File: src/rtl/spq_pkg.sv
// ============================================================================
// spq_pkg
// Shared types, register map and constants of the staff pitch quantizer.
// ============================================================================
`default_nettype none

package spq_pkg;

    // Number of half-step line positions around one staff
    localparam int LINE_COUNT = 33;
    // Half-step lines above the staff (and below it)
    localparam int LINES_OUTSIDE = 12;
    // Index of the bottom staff line
    localparam int LAST_STAFF_IDX = 20;

    // Exact position width in 1/32 pixel, and rounded position width
    localparam int X_W   = 20;
    localparam int POS_W = 14;

    localparam int STAFF_W = 16;
    localparam int GAP_W   = 12;
    localparam int PITCH_W = 7;

    // Register map (index = paddr[4:2])
    typedef logic [2:0] t_reg_idx;
    localparam t_reg_idx REG_LINE_ONE   = 3'd0;
    localparam t_reg_idx REG_LINE_TWO   = 3'd1;
    localparam t_reg_idx REG_LINE_THREE = 3'd2;
    localparam t_reg_idx REG_LINE_FOUR  = 3'd3;
    localparam t_reg_idx REG_LINE_FIVE  = 3'd4;
    localparam t_reg_idx REG_THICKNESS  = 3'd5;
    localparam t_reg_idx REG_SPACING    = 3'd6;

    localparam logic [GAP_W-1:0] THICKNESS_RST = 12'd16;
    localparam logic [GAP_W-1:0] SPACING_RST   = 12'd160;

    typedef logic [PITCH_W-1:0] t_pitch;
    typedef logic signed [POS_W-1:0] t_pos;

    localparam t_pitch PITCH_LOW  = 7'd43;
    localparam t_pitch PITCH_HIGH = 7'd98;

    // MIDI pitch of each line, top line first
    localparam t_pitch PITCH_OF_LINE [LINE_COUNT] = '{
        7'd98, 7'd96, 7'd95, 7'd93, 7'd91, 7'd89, 7'd88, 7'd86, 7'd84, 7'd83, 7'd81,
        7'd79, 7'd77, 7'd76, 7'd74, 7'd72, 7'd71, 7'd69, 7'd67, 7'd65, 7'd64, 7'd62,
        7'd60, 7'd59, 7'd57, 7'd55, 7'd53, 7'd52, 7'd50, 7'd48, 7'd47, 7'd45, 7'd43
    };

    // Divide a 1/32 pixel value by 32, rounding halves away from zero
    function automatic t_pos round32(input logic signed [X_W-1:0] x);
        logic [X_W-1:0] mag;
        logic [X_W-1:0] q;
        begin
            mag = x[X_W-1] ? X_W'(-x) : X_W'(x);
            q   = (mag + X_W'(16)) >> 5;
            round32 = x[X_W-1] ? -POS_W'(q) : POS_W'(q);
        end
    endfunction

endpackage

`default_nettype wire

File: src/rtl/staff_pitch_quantizer.sv
// ============================================================================
// staff_pitch_quantizer
// Maps a note's vertical center row to the MIDI pitch of the nearest staff
// half-step line; notes that already carry a pitch pass through.
// ============================================================================
// An accepted item is registered in stages A, B, C and D before its result is on m_axis.
// Throughput: one item per cycle while m_axis does not stall; four register stages with a valid bit each.
// Line positions are rebuilt from the configuration registers every cycle
// into their own register bank, so they follow a write in the cycle after the register takes it.
// Reset (synchronous, i_rst_n low): empty pipeline, staff lines at 0,
// thickness 1.0 and spacing 10.0 pixels.
`default_nettype none

module staff_pitch_quantizer #(
    parameter int ROW_BITS = 12
) (
    input  wire                  i_clk,
    input  wire                  i_rst_n,

    // Input item stream
    input  wire                  s_axis_tvalid,
    output logic                 s_axis_tready,
    // [ROW_BITS-1:0] center_row, [ROW_BITS+6:ROW_BITS] current_pitch, zero pad
    input  wire  [((ROW_BITS + spq_pkg::PITCH_W + 7) / 8) * 8 - 1:0] s_axis_tdata,

    // Result item stream
    output logic                 m_axis_tvalid,
    input  wire                  m_axis_tready,
    // [6:0] pitch, [7] zero pad
    output logic [7:0]           m_axis_tdata,
    // [0] assigned
    output logic                 m_axis_tuser,

    // Register port
    input  wire                  psel,
    input  wire                  penable,
    input  wire                  pwrite,
    input  wire  [4:0]           paddr,
    input  wire  [31:0]          pwdata,
    output logic [31:0]          prdata,
    output logic                 pready
);

    import spq_pkg::*;

    // Distance width: signed difference of a position and a center row
    localparam int DIFF_W = ((POS_W > ROW_BITS + 1) ? POS_W : ROW_BITS + 1) + 1;
    localparam int DIST_W = DIFF_W - 1;

    // ------------------------------------------------------------------
    // Configuration registers
    // ------------------------------------------------------------------
    logic [STAFF_W-1:0] r_staff [5];
    logic [GAP_W-1:0]   r_thick;
    logic [GAP_W-1:0]   r_space;
    logic               cfg_wr;
    t_reg_idx           cfg_idx;

    assign pready  = 1'b1;
    assign cfg_wr  = psel && penable && pwrite && pready;
    assign cfg_idx = paddr[4:2];

    always_ff @(posedge i_clk) begin
        if (!i_rst_n) begin
            for (int k = 0; k < 5; k++) begin
                r_staff[k] <= '0;
            end
            r_thick <= THICKNESS_RST;
            r_space <= SPACING_RST;
        end else if (cfg_wr) begin
            case (cfg_idx)
                REG_LINE_ONE:   r_staff[0] <= pwdata[STAFF_W-1:0];
                REG_LINE_TWO:   r_staff[1] <= pwdata[STAFF_W-1:0];
                REG_LINE_THREE: r_staff[2] <= pwdata[STAFF_W-1:0];
                REG_LINE_FOUR:  r_staff[3] <= pwdata[STAFF_W-1:0];
                REG_LINE_FIVE:  r_staff[4] <= pwdata[STAFF_W-1:0];
                REG_THICKNESS:  r_thick    <= pwdata[GAP_W-1:0];
                REG_SPACING:    r_space    <= pwdata[GAP_W-1:0];
                default: ;  // unmapped address: drop the write
            endcase
        end
    end

    always_comb begin
        case (cfg_idx)
            REG_LINE_ONE:   prdata = 32'(r_staff[0]);
            REG_LINE_TWO:   prdata = 32'(r_staff[1]);
            REG_LINE_THREE: prdata = 32'(r_staff[2]);
            REG_LINE_FOUR:  prdata = 32'(r_staff[3]);
            REG_LINE_FIVE:  prdata = 32'(r_staff[4]);
            REG_THICKNESS:  prdata = 32'(r_thick);
            REG_SPACING:    prdata = 32'(r_space);
            default:        prdata = '0;
        endcase
    end

    // ------------------------------------------------------------------
    // Line position bank
    // Exact positions in 1/32 pixel, w = thickness + spacing:
    //   above the staff, index i:  2*s1 - (12 - i) * w
    //   staff lines / midpoints:   2*s(k) and s(k) + s(k+1)
    //   below the staff, index i:  2*s5 + (i - 20) * w
    // then round to whole rows. Negative rows can only appear as a prefix
    // of the lines above the staff, since those grow with the index.
    // ------------------------------------------------------------------
    t_pos r_pos   [LINE_COUNT];
    t_pos n_pos   [LINE_COUNT];

    always_comb begin
        logic signed [X_W-1:0] w_x;
        logic signed [X_W-1:0] two_top;
        logic signed [X_W-1:0] two_bot;
        logic signed [X_W-1:0] x;
        w_x     = $signed(X_W'(r_thick) + X_W'(r_space));
        two_top = $signed(X_W'(r_staff[0]) << 1);
        two_bot = $signed(X_W'(r_staff[4]) << 1);
        for (int i = 0; i < LINE_COUNT; i++) begin
            if (i < LINES_OUTSIDE) begin
                x = two_top - w_x * $signed(X_W'(LINES_OUTSIDE - i));
            end else if (i <= LAST_STAFF_IDX) begin
                if (((i - LINES_OUTSIDE) & 1) == 0) begin
                    x = $signed(X_W'(r_staff[(i - LINES_OUTSIDE) >> 1]) << 1);
                end else begin
                    x = $signed(X_W'(r_staff[(i - LINES_OUTSIDE) >> 1])
                              + X_W'(r_staff[((i - LINES_OUTSIDE) >> 1) + 1]));
                end
            end else begin
                x = two_bot + w_x * $signed(X_W'(i - LAST_STAFF_IDX));
            end
            n_pos[i] = round32(x);
        end
    end

    always_ff @(posedge i_clk) begin
        r_pos <= n_pos;
    end

    // ------------------------------------------------------------------
    // Pipeline control: a stage loads when it is empty or its content
    // moves on in the same cycle.
    // ------------------------------------------------------------------
    logic r_a_valid, r_b_valid, r_c_valid, r_d_valid;
    logic adv_a, adv_b, adv_c, adv_d;

    assign adv_d = !r_d_valid || m_axis_tready;
    assign adv_c = !r_c_valid || adv_d;
    assign adv_b = !r_b_valid || adv_c;
    assign adv_a = !r_a_valid || adv_b;

    assign s_axis_tready = adv_a;

    always_ff @(posedge i_clk) begin
        if (!i_rst_n) begin
            r_a_valid <= 1'b0;
            r_b_valid <= 1'b0;
            r_c_valid <= 1'b0;
            r_d_valid <= 1'b0;
        end else begin
            if (adv_a) r_a_valid <= s_axis_tvalid;
            if (adv_b) r_b_valid <= r_a_valid;
            if (adv_c) r_c_valid <= r_b_valid;
            if (adv_d) r_d_valid <= r_c_valid;
        end
    end

    // ------------------------------------------------------------------
    // Stage A: capture the item and decide pass-through
    // ------------------------------------------------------------------
    logic [ROW_BITS-1:0] r_a_center;
    t_pitch              r_a_pitch;
    logic                r_a_pass;
    logic [ROW_BITS-1:0] in_center;
    t_pitch              in_pitch;

    assign in_center = s_axis_tdata[ROW_BITS-1:0];
    assign in_pitch  = s_axis_tdata[ROW_BITS +: PITCH_W];

    always_ff @(posedge i_clk) begin
        if (adv_a && s_axis_tvalid) begin
            r_a_center <= in_center;
            r_a_pitch  <= in_pitch;
            r_a_pass   <= (in_pitch != '0) || (in_center == '0);
        end
    end

    // ------------------------------------------------------------------
    // Stage B: distance from the center to every line
    // ------------------------------------------------------------------
    logic [DIST_W-1:0] r_b_dist [LINE_COUNT];
    logic [DIST_W-1:0] n_b_dist [LINE_COUNT];
    t_pitch            r_b_pitch;
    logic              r_b_pass;

    always_comb begin
        logic signed [DIFF_W-1:0] diff;
        logic        [DIFF_W-1:0] mag;
        for (int i = 0; i < LINE_COUNT; i++) begin
            diff = DIFF_W'(r_pos[i]) - DIFF_W'($signed({1'b0, r_a_center}));
            mag  = diff[DIFF_W-1] ? DIFF_W'(-diff) : DIFF_W'(diff);
            n_b_dist[i] = mag[DIST_W-1:0];
        end
    end

    always_ff @(posedge i_clk) begin
        if (adv_b && r_a_valid) begin
            r_b_dist  <= n_b_dist;
            r_b_pitch <= r_a_pitch;
            r_b_pass  <= r_a_pass;
        end
    end

    // ------------------------------------------------------------------
    // Stage C: the scan stops at the first line farther away than the
    // line before it; flag each line that would end the scan that way.
    // Negative lines are skipped, and they only form a prefix, so the line
    // before a stop candidate must itself be non-negative.
    // ------------------------------------------------------------------
    logic [LINE_COUNT-2:0] r_c_stop;
    logic [LINE_COUNT-2:0] n_c_stop;
    t_pitch                r_c_pitch;
    logic                  r_c_pass;

    always_comb begin
        for (int k = 0; k < LINE_COUNT - 1; k++) begin
            n_c_stop[k] = !r_pos[k][POS_W-1] && (r_b_dist[k + 1] > r_b_dist[k]);
        end
    end

    always_ff @(posedge i_clk) begin
        if (adv_c && r_b_valid) begin
            r_c_stop  <= n_c_stop;
            r_c_pitch <= r_b_pitch;
            r_c_pass  <= r_b_pass;
        end
    end

    // ------------------------------------------------------------------
    // Stage D: pick the first stop (else the last line), look up pitch or keep a pass-through pitch
    // ------------------------------------------------------------------
    t_pitch r_d_pitch;
    logic   r_d_assigned;
    t_pitch n_lookup;

    always_comb begin
        n_lookup = PITCH_OF_LINE[LINE_COUNT - 1];
        for (int k = LINE_COUNT - 2; k >= 0; k--) begin
            if (r_c_stop[k]) begin
                n_lookup = PITCH_OF_LINE[k];
            end
        end
    end

    always_ff @(posedge i_clk) begin
        if (adv_d && r_c_valid) begin
            r_d_pitch    <= r_c_pass ? r_c_pitch : n_lookup;
            r_d_assigned <= !r_c_pass;
        end
    end

    assign m_axis_tvalid = r_d_valid;
    assign m_axis_tdata  = {1'b0, r_d_pitch};
    assign m_axis_tuser  = r_d_assigned;

    // ------------------------------------------------------------------
    // Assertions
    // ------------------------------------------------------------------
    a_lookup_range: assert property (@(posedge i_clk) disable iff (!i_rst_n)
        (m_axis_tvalid && m_axis_tuser) |->
            (m_axis_tdata[PITCH_W-1:0] >= PITCH_LOW && m_axis_tdata[PITCH_W-1:0] <= PITCH_HIGH))
        else $error("looked-up pitch outside the line table");

    a_ready_when_empty: assert property (@(posedge i_clk) disable iff (!i_rst_n)
        !r_d_valid |-> s_axis_tready)
        else $error("input stalled while the output register is empty");

    a_pass_unassigned: assert property (@(posedge i_clk) disable iff (!i_rst_n)
        (r_c_valid && adv_d && r_c_pass) |=> (m_axis_tvalid && !m_axis_tuser))
        else $error("pass-through item marked as assigned");

    a_thick_write: assert property (@(posedge i_clk) disable iff (!i_rst_n)
        (cfg_wr && cfg_idx == REG_THICKNESS) |=> (r_thick == $past(pwdata[GAP_W-1:0])))
        else $error("thickness register did not take the write");

endmodule

`default_nettype wire
File: config.mk
export PLATFORM = sky130hd
export DESIGN_NAME = staff_pitch_quantizer
export DESIGN_NICKNAME = d
export VERILOG_FILES = /design/src/rtl/spq_pkg.sv /design/src/rtl/staff_pitch_quantizer.sv
export SDC_FILE = /design/constraint.sdc
export NUM_CORES = 2
export LEC_CHECK = 0
export BUFFER_PORTS_ARGS = -buffer_cell sky130_fd_sc_hd__buf_2
export CORE_UTILIZATION = 65
export CTS_CLUSTER_DIAMETER = 40
export DETAILED_ROUTE_END_ITERATION = 10
export GPL_TIMING_DRIVEN = 0
export PLACE_DENSITY = 0.8
export SETUP_SLACK_MARGIN = 0.15
export SLEW_MARGIN = 20
export SYNTH_ARGS = -nofsm -noshare
export SYNTH_HDL_FRONTEND = slang
export SYNTH_SLANG_ARGS = --single-unit
export TNS_END_PERCENT = 10
File: constraint.sdc
create_clock -name i_clk -period 63.8 [get_ports i_clk]
set_input_delay 3.19 -clock i_clk [delete_from_list [all_inputs] [get_ports i_clk]]
set_output_delay 3.19 -clock i_clk [all_outputs]
set_load 0.02 [all_outputs]
== Word-level counts from Yosys, hierarchy flattened ==
Memory sizes are Yosys's and may differ from the RTL's.
Cells that the tools add are included.
Storage, ports and cells
  register bits after elaboration: 1023
  bits in latches: 0
  bits in writable memories: 80
  ROM bits: 0
  input port bits: 68
  output and inout bits: 44
  memories kept: 1
Memory list
  r_staff: depth 5, width 16, read ports 5, clocked after memory_dff 0, wr ports 5, line staff_pitch_quantizer.sv:53  | logic [STAFF_W-1:0] r_staff [5];
Operators by class
  add/subtract/negate cells: 184
  $mul: 8
  divide/modulo/power cells: 0
  order comparisons: 32
  equality and inequality tests: 6
  shift-type cells: 0
  mux-type cells: 149
  bitwise logic cells: 5
  reductions and logical operators: 85
Operators by type and width (count)
  14-bit two-way mux: 61
  14-bit negation: 61
  19-bit by 5-bit adder with 19-bit output, second input constant: 28
  19-bit two-way mux: 28
  14-bit greater-than comparator: 32
  14-bit by 13-bit subtractor with 15-bit output: 28
  18-bit negation with 19-bit output: 16
  7-bit two-way mux: 32
  19-bit negation: 8
  16-bit case mux with 7 select lines: 1
  17-bit by 5-bit adder with 18-bit output, second input constant: 5
  16-bit two-way mux: 5
  17-bit negation with 19-bit output: 4
  17-bit by 16-bit adder with 18-bit output: 4
  17-bit by 17-bit adder with 18-bit output: 4
  17-bit by 16-bit subtractor with 18-bit output: 4
  17-bit by 17-bit subtractor with 18-bit output: 4
  13-bit by 12-bit subtractor with 14-bit output: 5
  16-bit by 16-bit adder with 17-bit output: 4
  13-bit by 3-bit multiplier with 16-bit output, second input constant: 3
  13-bit by 2-bit multiplier with 15-bit output, second input constant: 3
  1-bit logical AND: 38
  17-bit by 15-bit adder with 18-bit output: 2
  17-bit by 15-bit subtractor with 18-bit output: 2
  19 further kinds: 87

== Longest topological paths before layout ==
  depth in word-level cells: 33
  mapped depth: 43

== Worst setup path after synthesis ==
No wires, ideal clock.
  path type: in2reg
  start: in m_axis_tready
  end: reg r_b_dist[0] in the netlist's numbering, enable pin
  library setup time: 2.020 ns
  arrival time: 37.221 ns
  data required time: 61.780 ns
  path slack: 24.559 ns
  cell stages on the path: 3
  buffers on the path: 0
  path through: nor2b_1 and2_0 a21boi_0
On the way
  longest elaborated chain between the ends: 4
Ends and longest elaborated chain
  start: declaration: line staff_pitch_quantizer.sv:28  | input wire m_axis_tready,
  1-bit logical OR: line staff_pitch_quantizer.sv:145  | assign adv_d = !r_d_valid || m_axis_tready;
  1-bit logical OR: line staff_pitch_quantizer.sv:146  | assign adv_c = !r_c_valid || adv_d;
  1-bit logical OR: line staff_pitch_quantizer.sv:147  | assign adv_b = !r_b_valid || adv_c;
  1-bit logical AND: line staff_pitch_quantizer.sv:205  | if (adv_b && r_a_valid) begin
  end signal: assignment: line staff_pitch_quantizer.sv:206  | r_b_dist <= n_b_dist;
  end: declaration: line staff_pitch_quantizer.sv:189  | logic [DIST_W-1:0] r_b_dist [LINE_COUNT];
Every way passes these cells.
A chain may end at the register's enable or synchronous reset.

==> reports/results.md <==
| Result | Value |
|:---|:---|
| Vias post-DR | 91880 |
| Initial Utilization | 65.76% |
| Crit path capture type | flop |
| Drt wl/cell | 22.34 um |
| Core Footprint | 0.1568 mm2 |
| LEAKAGE | 50.07 nW |
| Min-delay worst type | flop to flop |
| Kind of critical path | flop to flop |
| Max-cap violations | 0 |
| Row count | 145 |
| Post-CTS setup repair buffer count | 0 |
| Final-report hold violation count | 0 |
| Input/output buffers | 67 |
| Leading register cell type out of synthesis | edfxtp_1 |
| Number of synthesized register bits | 1099 |
| Area delta synth->final | 10.91% |
| Final critical-path share of the clock period | 19.12% |
| Netlist area before placement | 0.1031 mm2 |
| Number of max-slew violations in the final report | 0 |
| Drc violations | 0 |
| Yosys Warn Count | 0 |
| CTS buffer count | 183 |
| Worst Min Path Start | r_b_pitch[3] |
| Post-place instance area | 0.1078 mm2 |
| Wire length of the first global-routing pass | 497.6 mm |
| Number of nets at the end of the flow | 13880 |
| Sequential area share after synthesis | 27.34% |
| Setup TNS after final layout | 0 ps |
| Fraction of post-synthesis cell area in the top cell type by area | 18.00% |
| Vert. Die Dim | 400.2 um |
| Clock slew seen by the registers of the worst setup and hold paths | 60 ps |
| Hold-fix buffer count after cts | 0 |
| Launch point of the critical path | r_space[0] |
| Count of cells resized by post-cts repair | 0 |
| Largest cells by area after synthesis | edfxtp_1 18%, ha_1 17%, xnor2_1 10%, dfxtp_1 9.3%, inv_1 4.5% |
| Max-slew headroom at the worst pin | 14.47% |
| Vias per inst | 6.284 |
| Slowest stage cell, crit path | fa_1 |
| Unrepaired setup endpoints after global routing | false |
| Overflow after GRT | 0 |
| Syn_area_per_cell | 8.573 um2 |
| Routed WL | 326.6 mm |
| Peak clock frequency supported by timing | 81.97 MHz |
| Status | finished, final reports clean |
| Endpoint with the worst hold slack | r_c_pitch[3] |
| Post-Place Worst Slack | 51930 ps |
| Most common cell type on the critical path | a21oi_1 |
| Pin count of the biggest net entering global routing | 37 |
| Gr usage total | 39.77% |
| Final Skew | 62.81 ps |
| Arrival time reported for the critical path endpoint | 12940 ps |
| First DRT Iteration DRCs | 8016 |
| Largest area contributor in the synthesized netlist | edfxtp_1 |
| Finished layout cell area | 0.1143 mm2 |
| Crit Reg-Reg Endpoint | r_pos[460] |
| Die area | 0.1602 mm2 |
| IR drop worst, VDD | 35.27 uV |
| Antenna violations before repair | 28 |
| Final setup violation count | 0 |
| Register-to-register path setup slack | 51600 ps |
| CTS Buffer Depth | 3 |
| Crit path required time | 64550 ps |
| Hpwl dp | 258.3 mm |
| Number of standard cells after synthesis | 12020 |
| Post-route minimum period | 12200 ps |
| Finished Layout Cells | 14620 |
| Most common library cell in the layout ignoring fill and taps | ha_1 |
| Crit-path max FO | 18 |
| Cell count of the worst hold path | 0 |
| Worst slack on hold paths | 408.3 ps |
| Post-DRT Antenna Nets | 0 |
| Worst Max-Slew Pin Slew | 1280 ps |
| Clock sinks | 1099 |
| Depth of the worst register-to-register path | 38 |
| Proportion of register bits with asynchronous set or reset after synthesis | 0% |
| IO Count | 112 |
| Clk Latency, worst-skew pair | 870 ps |
| Final WS setup | 51600 ps |
| Number of global-route vias before repair | 89620 |
| Total power | 4.217 mW |
| Cell Count Post-Placement | 14260 |
| Final design utilization | 72.93% |
| Top library cells by usage in the layout, fill and taps aside | 1367 x ha_1, 1217 x inv_1, 1165 x xnor2_1, 888 x nand2_1, 824 x nor2_1 |
| Worst flop-to-flop path startpoint | r_space[0] |
| Root cell of the clock tree | clkbuf_16 |
| Overall die width | 400.2 um |
| Iteration count of the initial detailed-routing pass | 8 |
| CTS HTree Levels | 4 |
| Gp weighted congestion | 1.011 |
| CTS tree | done |
| Layout cell share with drive strength beyond 1 | 5.554% |
| Power per Cell Area | 36.89 mW/mm2 |
| Number of flops mapped to enable cells by yosys | 618 |
| Nature of the critical path startpoint | flop |
| Number of unique standard cell types used by synthesis | 101 |
| Delay of the slowest cell on the worst path | 1240 ps |
state kept, by name, summed over array words and instances, names as in the netlist, 7 cells and up:
signal      cells
r_a_center     12
r_a_pitch       7
r_b_dist      462
r_b_pitch       7
r_c_pitch       7
r_c_stop       32
r_d_pitch       7
r_pos         453
r_space        12
r_staff        80
r_thick        12
final cells by class:
type                    instances  area (um2)
multi-input cells            9533       69800
fillers                     11730       42430
flip-flops and latches       1099       28190
clock buffers                 218        4991
inverters                    1234        4662
well taps                    2058        2575
repair buffers                150        1908
clock inverters               128        1386
plain buffers                 187       780.7
diodes                         14       35.03
how the worst max path moves through the flow:
stage / to / cells past startpoint / slack, ps
3_5_place_dp: r_pos[460] / 38 / 51930
3_3_place_gp: r_b_dist[435] / 4 / 11460
2_1_floorplan: r_b_dist[0] / 3 / 24560
5_1_grt: r_pos[460] / 37 / 51000
4_1_cts: r_pos[460] / 37 / 51900
6_report: r_pos[460] / 38 / 51600
Yosys cell counts (64+ instances only):
master    count
o21ai_0     703
xor2_1      470
a21oi_1     720
nor4_1       67
o211ai_1     72
dfxtp_1     481
or3_1       216
xnor2_1    1173
ha_1       1367
edfxtp_1    618
inv_1      1228
o21bai_1    135
nand2b_1    148
o31ai_1      88
and2_1       84
nand2_1     888
a21o_1      199
nand4_1     102
nor2_1      825
nor3_1      285
clkbuf_1    150
nor2b_1     181
a211oi_1     76
and3_1      146
nand3_1     267
o21a_1      152
or2_2        64
a31oi_1      85
a21boi_0    171
kinds of logic after synthesis:
logic type / count (synthesis) / synth area share [%]
adders and majority gates: 1445 / 17.93
buffers and inverters: 1421 / 5.250
AOI/OAI and AO/OA: 2829 / 17.55
xor gates and xnor gates: 1655 / 14.22
DFF: 1099 / 27.34
muxes: 86 / 1.009
and+or+nand+nor: 3487 / 16.69
other: 2 / 0.007286
metal layers:
metal | share of wire, % | wire (um) | up-vias | GRT usage [%]
li1 | - | - | 43460 | -
met1 | 39 | 127200 | 43410 | 48.31
met2 | 44 | 143300 | 3929 | 63.15
met3 | 9.4 | 30570 | 1053 | 8.436
met4 | 7.8 | 25410 | 16 | 27.27
met5 | 0.027 | 88 | - | 0
where the power goes:
part,total (mW),internal [mW],switching (mW)
Clock,1.01,0.618,0.395
Combinational,2.06,0.835,1.22
Sequential,1.15,1.00,0.147
critical path: cells and delay by family, from the launching register on:
kind | cells | cell delay, ps
AO/OA/AOI/OAI | 13 | 3190
XOR/XNOR | 2 | 630
adder cells (fa/ha/maj) | 6 | 3100
buffers and inverters | 6 | 2210
flip-flops | 1 | 370
AND/OR/NAND/NOR | 11 | 2570
(Power assumes the default switching activity.)
